$ cat config.mk
export PLATFORM = sky130hd
export DESIGN_NAME = srecord_char_parser
export DESIGN_NICKNAME = d
export VERILOG_FILES = /design/src/design/srp_pkg.sv /design/src/design/srp_parser_core.sv /design/src/design/srp_out_reg.sv /design/src/design/srecord_char_parser.sv
export SDC_FILE = /design/constraint.sdc
export NUM_CORES = 1
export LEC_CHECK = 0
export ABC_AREA = 1
export BUFFER_PORTS_ARGS = -buffer_cell sky130_fd_sc_hd__buf_2
export CAP_MARGIN = 0
export CORE_MARGIN = 5
export CORE_UTILIZATION = 50
export CTS_CLUSTER_DIAMETER = 150
export DETAILED_ROUTE_END_ITERATION = 7
export PLACE_DENSITY = 0.77
export SLEW_MARGIN = 10
export SYNTH_ARGS = -nofsm -noshare
export SYNTH_HDL_FRONTEND = slang
export SYNTH_SLANG_ARGS = --single-unit
$ cat constraint.sdc
create_clock -name i_clk -period 3.75 [get_ports i_clk]
set_input_delay 0 -clock i_clk [delete_from_list [all_inputs] [get_ports i_clk]]
set_output_delay 0 -clock i_clk [all_outputs]
set_load 0.1 [all_outputs]
$ cat src/design/srp_pkg.sv
// ----------------------------------------------------------------------------
// S-record parser package
// Shared types, character codes and digit helpers for the S-record parser.
// ----------------------------------------------------------------------------
`default_nettype none

package srp_pkg;

    localparam logic [7:0] CHAR_S    = 8'd83;
    localparam logic [7:0] CHAR_1    = 8'd49;
    localparam logic [7:0] CHAR_3    = 8'd51;
    localparam logic [7:0] CHAR_0    = 8'd48;
    localparam logic [7:0] CHAR_9    = 8'd57;
    localparam logic [7:0] CHAR_A    = 8'd65;
    localparam logic [7:0] CHAR_F    = 8'd70;
    localparam logic [7:0] ALPHA_OFS = 8'd55;
    localparam logic [7:0] BAD_DIGIT = 8'd255;

    typedef enum logic [2:0] {
        PH_IDLE   = 3'd0,
        PH_TYPE   = 3'd1,
        PH_CNT_HI = 3'd2,
        PH_CNT_LO = 3'd3,
        PH_ADDR   = 3'd4,
        PH_DATA   = 3'd5
    } t_phase;

    typedef struct packed {
        logic        valid;
        logic [31:0] addr;
        logic [31:0] data;
    } t_result;

    function automatic logic [7:0] hex_value(input logic [7:0] c);
        logic [7:0] v;
        if (c >= CHAR_0 && c <= CHAR_9) begin
            v = c - CHAR_0;
        end else if (c >= CHAR_A && c <= CHAR_F) begin
            v = c - ALPHA_OFS;
        end else begin
            v = BAD_DIGIT;
        end
        return v;
    endfunction

    // Bit position of each digit within a little-endian word, high digit first.
    function automatic logic [4:0] nibble_shift(input logic [2:0] idx);
        logic [4:0] s;
        unique case (idx)
            3'd0: s = 5'd4;
            3'd1: s = 5'd0;
            3'd2: s = 5'd12;
            3'd3: s = 5'd8;
            3'd4: s = 5'd20;
            3'd5: s = 5'd16;
            3'd6: s = 5'd28;
            3'd7: s = 5'd24;
            default: s = 5'd0;
        endcase
        return s;
    endfunction

endpackage

`default_nettype wire

$ cat src/design/srp_parser_core.sv
// ----------------------------------------------------------------------------
// S-record parser core
// Record state registers and the per-character update logic.
// ----------------------------------------------------------------------------
`default_nettype none

module srp_parser_core (
    input  wire logic            i_clk,
    input  wire logic            i_rst_n,
    input  wire logic            i_en,
    input  wire logic [7:0]      i_char,
    output srp_pkg::t_result     o_res
);

    srp_pkg::t_phase r_phase, n_phase;
    logic [2:0]  r_alen, n_alen;
    logic [7:0]  r_rbc, n_rbc;
    logic [7:0]  r_dbt, n_dbt;
    logic [31:0] r_base, n_base;
    logic [3:0]  r_adi, n_adi;
    logic [3:0]  r_wdi, n_wdi;
    logic [8:0]  r_ddc, n_ddc;
    logic [31:0] r_acc, n_acc;

    logic [7:0]  h;
    logic [31:0] h32;
    logic [5:0]  addr_sh;
    logic [3:0]  adi_inc;
    logic [7:0]  rbc_sum;
    logic [8:0]  ddc_inc;
    logic [8:0]  ddc_m1;
    logic [3:0]  wdi_inc;
    logic [2:0]  wdi_idx;
    logic [31:0] acc_sum;
    logic [31:0] word_addr;

    always_ff @(posedge i_clk) begin
        if (!i_rst_n) begin
            r_phase <= srp_pkg::PH_IDLE;
            r_alen  <= '0;
            r_rbc   <= '0;
            r_dbt   <= '0;
            r_base  <= '0;
            r_adi   <= '0;
            r_wdi   <= '0;
            r_ddc   <= '0;
            r_acc   <= '0;
        end else if (i_en) begin
            r_phase <= n_phase;
            r_alen  <= n_alen;
            r_rbc   <= n_rbc;
            r_dbt   <= n_dbt;
            r_base  <= n_base;
            r_adi   <= n_adi;
            r_wdi   <= n_wdi;
            r_ddc   <= n_ddc;
            r_acc   <= n_acc;
        end
    end

    always_comb begin
        h         = srp_pkg::hex_value(i_char);
        h32       = {24'd0, h};
        addr_sh   = {r_alen, 3'b000} - {r_adi, 2'b00};
        adi_inc   = r_adi + 4'd1;
        rbc_sum   = r_rbc + h;
        ddc_inc   = r_ddc + 9'd1;
        ddc_m1    = ddc_inc - 9'd1;
        wdi_inc   = r_wdi + 4'd1;
        wdi_idx   = 3'(r_wdi - 4'd1);
        acc_sum   = r_acc + (h32 << srp_pkg::nibble_shift(wdi_idx));
        word_addr = r_base + {24'd0, ddc_m1[8:3], 2'b00};

        n_phase = r_phase;
        n_alen  = r_alen;
        n_rbc   = r_rbc;
        n_dbt   = r_dbt;
        n_base  = r_base;
        n_adi   = r_adi;
        n_wdi   = r_wdi;
        n_ddc   = r_ddc;
        n_acc   = r_acc;
        o_res   = '{valid: 1'b0, addr: word_addr, data: acc_sum};

        if (i_char == srp_pkg::CHAR_S) begin
            n_phase = srp_pkg::PH_TYPE;
            n_alen  = '0;
            n_rbc   = '0;
            n_dbt   = '0;
            n_base  = '0;
            n_adi   = '0;
            n_wdi   = '0;
            n_ddc   = '0;
            n_acc   = '0;
        end else begin
            unique case (r_phase)
                srp_pkg::PH_TYPE: begin
                    if (i_char >= srp_pkg::CHAR_1 && i_char <= srp_pkg::CHAR_3) begin
                        n_alen  = 3'(i_char - srp_pkg::CHAR_0 + 8'd1);
                        n_phase = srp_pkg::PH_CNT_HI;
                    end else begin
                        n_phase = srp_pkg::PH_IDLE;
                    end
                end
                srp_pkg::PH_CNT_HI: begin
                    n_rbc   = {h[3:0], 4'd0};
                    n_phase = srp_pkg::PH_CNT_LO;
                end
                srp_pkg::PH_CNT_LO: begin
                    n_rbc  = rbc_sum;
                    n_base = '0;
                    if ({1'b0, rbc_sum} > {6'd0, r_alen} + 9'd1) begin
                        n_dbt = rbc_sum - 8'd1 - {5'd0, r_alen};
                    end else begin
                        n_dbt = '0;
                    end
                    n_adi   = 4'd1;
                    n_phase = srp_pkg::PH_ADDR;
                end
                srp_pkg::PH_ADDR: begin
                    n_base = r_base + (h32 << addr_sh[4:0]);
                    n_adi  = adi_inc;
                    if (adi_inc == {r_alen, 1'b1}) begin
                        n_adi = '0;
                        if (r_dbt == 8'd0) begin
                            n_phase = srp_pkg::PH_IDLE;
                        end else begin
                            n_phase = srp_pkg::PH_DATA;
                            n_wdi   = 4'd1;
                            n_ddc   = '0;
                            n_acc   = '0;
                        end
                    end
                end
                srp_pkg::PH_DATA: begin
                    n_acc = acc_sum;
                    n_wdi = wdi_inc;
                    n_ddc = ddc_inc;
                    if (ddc_inc >= {r_dbt, 1'b0}) begin
                        o_res.valid = 1'b1;
                        n_phase     = srp_pkg::PH_IDLE;
                        n_wdi       = '0;
                        n_ddc       = '0;
                        n_acc       = '0;
                    end else if (wdi_inc > 4'd8) begin
                        o_res.valid = 1'b1;
                        n_wdi       = 4'd1;
                        n_acc       = '0;
                    end
                end
                default: begin
                    n_phase = srp_pkg::PH_IDLE;
                end
            endcase
        end
    end

endmodule

`default_nettype wire

$ cat src/design/srp_out_reg.sv
// ----------------------------------------------------------------------------
// S-record parser output register
// Holds one finished word until the receiver takes it.
// ----------------------------------------------------------------------------
`default_nettype none

module srp_out_reg (
    input  wire logic            i_clk,
    input  wire logic            i_rst_n,
    input  wire logic            i_load,
    input  wire srp_pkg::t_result i_res,
    input  wire logic            i_stall,
    output logic                 o_valid,
    output logic [31:0]          o_word_address,
    output logic [31:0]          o_word_data
);

    logic        r_valid;
    logic [31:0] r_addr;
    logic [31:0] r_data;

    always_ff @(posedge i_clk) begin
        if (!i_rst_n) begin
            r_valid <= 1'b0;
        end else if (i_load) begin
            r_valid <= i_res.valid;
        end else if (!i_stall) begin
            r_valid <= 1'b0;
        end
    end

    always_ff @(posedge i_clk) begin
        if (i_load && i_res.valid) begin
            r_addr <= i_res.addr;
            r_data <= i_res.data;
        end
    end

    assign o_valid        = r_valid;
    assign o_word_address = r_addr;
    assign o_word_data    = r_data;

endmodule

`default_nettype wire

$ cat src/design/srecord_char_parser.sv
// ----------------------------------------------------------------------------
// S-record character parser
// Follows S1/S2/S3 records one character per item and emits 32-bit words
// with their byte addresses.
//
// Input channel: i_valid, i_rx_char, o_stall. One character is accepted at
// each edge where i_valid is high and o_stall is low.
// Output channel: o_valid, o_word_address, o_word_data, i_stall. A word is
// taken at each edge where o_valid is high and i_stall is low.
// Throughput is one character per cycle while the output is not stalled. An
// accepted character is held in the input register until the parser advances
// and is then parsed into the output register, where any resulting word appears.
// While the output register holds a word and i_stall is high, the parser
// does not advance; the input register still takes one more character if it
// is empty, and then o_stall rises until the word is taken.
// Synchronous reset clears the record state and empties both registers.
// ----------------------------------------------------------------------------
`default_nettype none

module srecord_char_parser (
    input  wire logic        i_clk,
    input  wire logic        i_rst_n,
    input  wire logic        i_valid,
    input  wire logic [7:0]  i_rx_char,
    output logic             o_stall,
    output logic             o_valid,
    output logic [31:0]      o_word_address,
    output logic [31:0]      o_word_data,
    input  wire logic        i_stall
);

    logic             r_in_valid;
    logic [7:0]       r_in_char;
    logic             advance;
    logic             in_take;
    srp_pkg::t_result core_res;

    assign advance = r_in_valid && (!o_valid || !i_stall);
    assign o_stall = r_in_valid && !advance;
    assign in_take = i_valid && !o_stall;

    always_ff @(posedge i_clk) begin
        if (!i_rst_n) begin
            r_in_valid <= 1'b0;
        end else if (in_take) begin
            r_in_valid <= 1'b1;
        end else if (advance) begin
            r_in_valid <= 1'b0;
        end
    end

    always_ff @(posedge i_clk) begin
        if (in_take) begin
            r_in_char <= i_rx_char;
        end
    end

    srp_parser_core u_core (
        .i_clk   (i_clk),
        .i_rst_n (i_rst_n),
        .i_en    (advance),
        .i_char  (r_in_char),
        .o_res   (core_res)
    );

    srp_out_reg u_out (
        .i_clk          (i_clk),
        .i_rst_n        (i_rst_n),
        .i_load         (advance),
        .i_res          (core_res),
        .i_stall        (i_stall),
        .o_valid        (o_valid),
        .o_word_address (o_word_address),
        .o_word_data    (o_word_data)
    );

    a_stall_needs_item: assert property (@(posedge i_clk) disable iff (!i_rst_n)
        o_stall |-> (r_in_valid && o_valid && i_stall))
        else $error("input stalled without a blocked item");

    a_reset_empties: assert property (@(posedge i_clk)
        !i_rst_n |=> (!o_valid && !o_stall))
        else $error("reset did not empty the pipeline");

    a_word_only_from_item: assert property (@(posedge i_clk) disable iff (!i_rst_n)
        (!o_valid || !i_stall) && !r_in_valid |=> !o_valid)
        else $error("word appeared without a parsed item");

endmodule

`default_nettype wire
==> results.md <==
- Outcome: finished, violations left
- Violated checks: setup timing
- Final setup TNS: -0.03740 ns
- CP required: 3.95 ns
- Final instance area: 17300 um^2
- Arr. time, crit path: 3.98 ns
- Max Cap Viol: 0
- Endpoint, Worst Hold: r_in_char[1]
- Antenna Nets Post-Route: 0
- GPL Wtd Cong: 0.9977
- I/O Pins: 78
- Nets@finish: 2205
- Clock Path Buffers: 2
- Dpl cells: 2334
- Die Height: 171.3 um
- Reg clk slew, reported paths: 0.08 ns
- Core Area: 25840 um^2
- Initial DRC count: 1604
- Final Critical Period: 3.782 ns
- Async set or reset register ratio after synthesis: 0
- Post-Route WL: 43000 um
- Non-Filler Instances: 2430
- Worst VDD drop: 340.7 uV
- Post-synth EDFFs: 72
- Yosys cell types: 51
- Worst r2r path cells: 22
- CTS buffer count: 17
- Pint: 3.206 mW
- Initial cell density of the core: 0.5032
- Fill count: 2024
- Mean post-synth cell area: 7.104 um^2
- Flops & latches, synth: 177
- Fin. Hold Viols: 0
- Number of antenna violations at the first check in global routing: 0
- Yosys warnings: 0
- Worst clock skew: 0.01361 ns
- R2R Setup Slk: -0.03 ns
- CTS tree: built
- R2R Path End: u_out.o_word_data[26]
- DRC violations left: 0
- PD cells: 262.1 nW/um^2
- Die width: 171.3 um
- Switching share of power: 0.2928
- Clock Latency Late Sink: 0.45 ns
- Commonest non-fill, non-tap cell in the layout: nand2_1
- Sequential cell area: 4264 um^2
- Syn_nets: 1953
- Wire length per cell: 17.70 um
- GRT Total Usage: 0.2606
- DP HPWL: 29960 um
- Worst setup EP type: flop
- Drt pass-1 iters: 7
- H-tree depth: 4
- Vias/cell: 5.718
- Number of global-route vias before repair: 12070
- FF-to-FF Start: r_in_char[5]
- Remaining Overflow, GRT: 0
- Port Buf Inserts: 77
- Util after Layout: 0.6696
- Sequential power share: 0.446
- Crit Path Category: flop to flop
- P_leak: 7.821 nW
- First-pass GRT wire length: 61980 um
- Worst setup SP type: flop
- Setup violators final: 2
- Post-Place Worst Slack: -0.2078 ns
- Placed Area: 14640 um^2
- Final worst slack: -0.03222 ns
- Hold Path Class: input port to flop
- Hold path start: i_rx_char[1]
- Comb pwr share: 0.134
- Final cycle utilization of the critical path: 1.009
- Maximum clock frequency: 264.4 MHz
- Max-slew violation count: 0
- Clock share of power: 0.420
- Antenna diode count: 0
- Root buffer cell: clkbuf_16
- Multi-input combinational cell area: 9290 um^2
- Register area share after synthesis: 0.3280
- CP Max Fanout: 5
- Cell count after synthesis: 1830
- Worst-Margin Slew: 1.076 ns
- RSZ-0062 raised after global routing: true
- P&R area growth vs syn: 33.07%
- Total number of vias: 13890
- Most frequent cells in the layout: 399 x nand2_1, 192 x inv_1, 175 x buf_4
- Sw power: 1.327 mW
- Slew margin rel.: 0.2800
- Die ar.: 29330 um^2
- Worst hold path stage count: 2
- Largest net degree at the start of global routing: 63
- Row count: 59
- Top FF cell, synth: dfxtp_1
- Area of the mapped netlist: 13000 um^2
- CTS Sinks: 177
- Layout cells sized above 1: 0.2983
## metal layers
layer | global-route usage | vias up | part of all wire | routed length (um)
met4 | 0.05787 | 0 | 0.024 | 1028
met5 | 0 | - | 0 | 0
met2 | 0.4069 | 680 | 0.46 | 19620
li1 | - | 6594 | - | -
met1 | 0.3887 | 6515 | 0.43 | 18640
met3 | 0.03149 | 105 | 0.086 | 3711
## how the worst max path moves through the flow
stage,to,start
after CTS,u_out.o_word_data[28],r_in_char[0]
after global placement,u_core.r_dbt[1],r_in_char[0]
final,u_out.o_word_data[26],r_in_char[5]
after detailed placement,u_out.o_word_data[31],r_in_char[5]
after floorplan,u_out.o_word_address[0],u_core.r_ddc[0]
after global routing,u_core.r_base[15],r_in_char[5]
## stage by stage
| stage | hold slack [ns] | total power [mW] |
|---|---|---|
| final | 0.2587 | 4.534 |
| after global routing | 0.2603 | 4.662 |
| after CTS | 0.2564 | 4.398 |
| after detailed placement | 0.1786 | 2.513 |
| after global placement | 0.1775 | 2.507 |
| after floorplan | 0.09887 | 2.361 |
## registers in the layout, summed over array words and instances, names as in the netlist
name / cells
u_out.o_valid: 1
u_core.r_dbt: 8
u_core.r_base: 32
u_core.r_ddc: 9
u_core.r_acc: 32
u_core.r_rbc: 8
u_core.r_wdi: 4
r_in_char: 8
u_core.r_adi: 4
u_core.r_phase: 3
u_out.o_word_data: 32
r_in_valid: 1
u_core.r_alen: 3
u_out.o_word_address: 32
## power groups by stage
stage	Combinational, mW	Clock [mW]	Sequential, mW
after CTS	0.472	1.91	2.02
after global placement	0.442	0	2.06
final	0.609	1.90	2.02
after global routing	0.649	1.99	2.02
after floorplan	0.287	0	2.07
after detailed placement	0.448	0	2.07
## worst max-delay path, cell delays in order, from the launching register on
cell,delay (ns)
edfxtp_1,0.43
inv_2,0.09
ha_1,0.14
inv_1,0.05
nor2_2,0.14
nand4_1,0.20
nand3_4,0.15
buf_6,0.13
buf_4,0.11
buf_4,0.10
nand3_2,0.13
nand2_2,0.12
nand2_2,0.11
nor2_2,0.17
ha_4,0.25
a21o_1,0.23
nor2_1,0.24
nand2_2,0.12
nand4_1,0.11
nand3_2,0.15
nand2_2,0.11
nand3b_1,0.09
and2_1,0.17
## cells in the mapped netlist (2+ instances only)
cell type / n / share of area
a211oi_1: 4 / 0.0023
a21boi_0: 20 / 0.012
a21o_1: 15 / 0.0087
a21oi_1: 196 / 0.075
a31oi_1: 4 / 0.0019
and2_1: 7 / 0.0034
buf_2: 9 / 0.0035
buf_4: 6 / 0.0035
clkbuf_1: 23 / 0.0066
dfxtp_1: 105 / 0.16
edfxtp_1: 72 / 0.17
fa_1: 7 / 0.011
ha_1: 104 / 0.10
inv_1: 209 / 0.060
nand2_1: 466 / 0.13
nand2b_1: 2 / 0.00096
nand3_1: 103 / 0.040
nand3_2: 2 / 0.0015
nand3b_1: 13 / 0.0075
nand4_1: 30 / 0.014
nor2_1: 186 / 0.054
nor2_2: 2 / 0.00096
nor3_1: 19 / 0.0073
nor3_2: 2 / 0.0015
nor4_1: 5 / 0.0024
o211ai_1: 3 / 0.0017
o21a_1: 3 / 0.0017
o21ai_0: 85 / 0.033
o21ai_1: 4 / 0.0015
o21ai_2: 2 / 0.0013
o21bai_1: 7 / 0.0040
o221ai_1: 3 / 0.0020
o22ai_1: 4 / 0.0019
o32ai_1: 5 / 0.0034
or2_1: 2 / 0.00096
or2_2: 10 / 0.0048
xnor2_1: 15 / 0.010
xor2_1: 63 / 0.042
## cell families after synthesis
| family | synth area share |
|---|---|
| buffers and inverters | 0.07449 |
| DFF | 0.3280 |
| adders and majority gates | 0.1109 |
| xor gates and xnor gates | 0.05380 |
| and+or+nand+nor | 0.2798 |
| AOI/OAI and AO/OA | 0.1531 |
## area by class of cell
cell class	instances	area share
Multi-Input combinational cell	1404	0.5370
Tap cell	335	0.02423
Inverter	211	0.04643
Clock inverter	15	0.01114
Sequential cell	177	0.2465
Timing Repair Buffer	271	0.1101
Clock buffer	17	0.02459
## what timing repair did
item                                    4_1_cts  5_1_grt
pin swaps                                     9      125
resized for setup                            44      375
buffers inserted                              5       46
endpoints found under the hold margin        19        0
hold buffers                                 13        0
endpoints found under the setup margin       68      137
gates cloned                                  0        0
(Power assumes the default switching activity.)
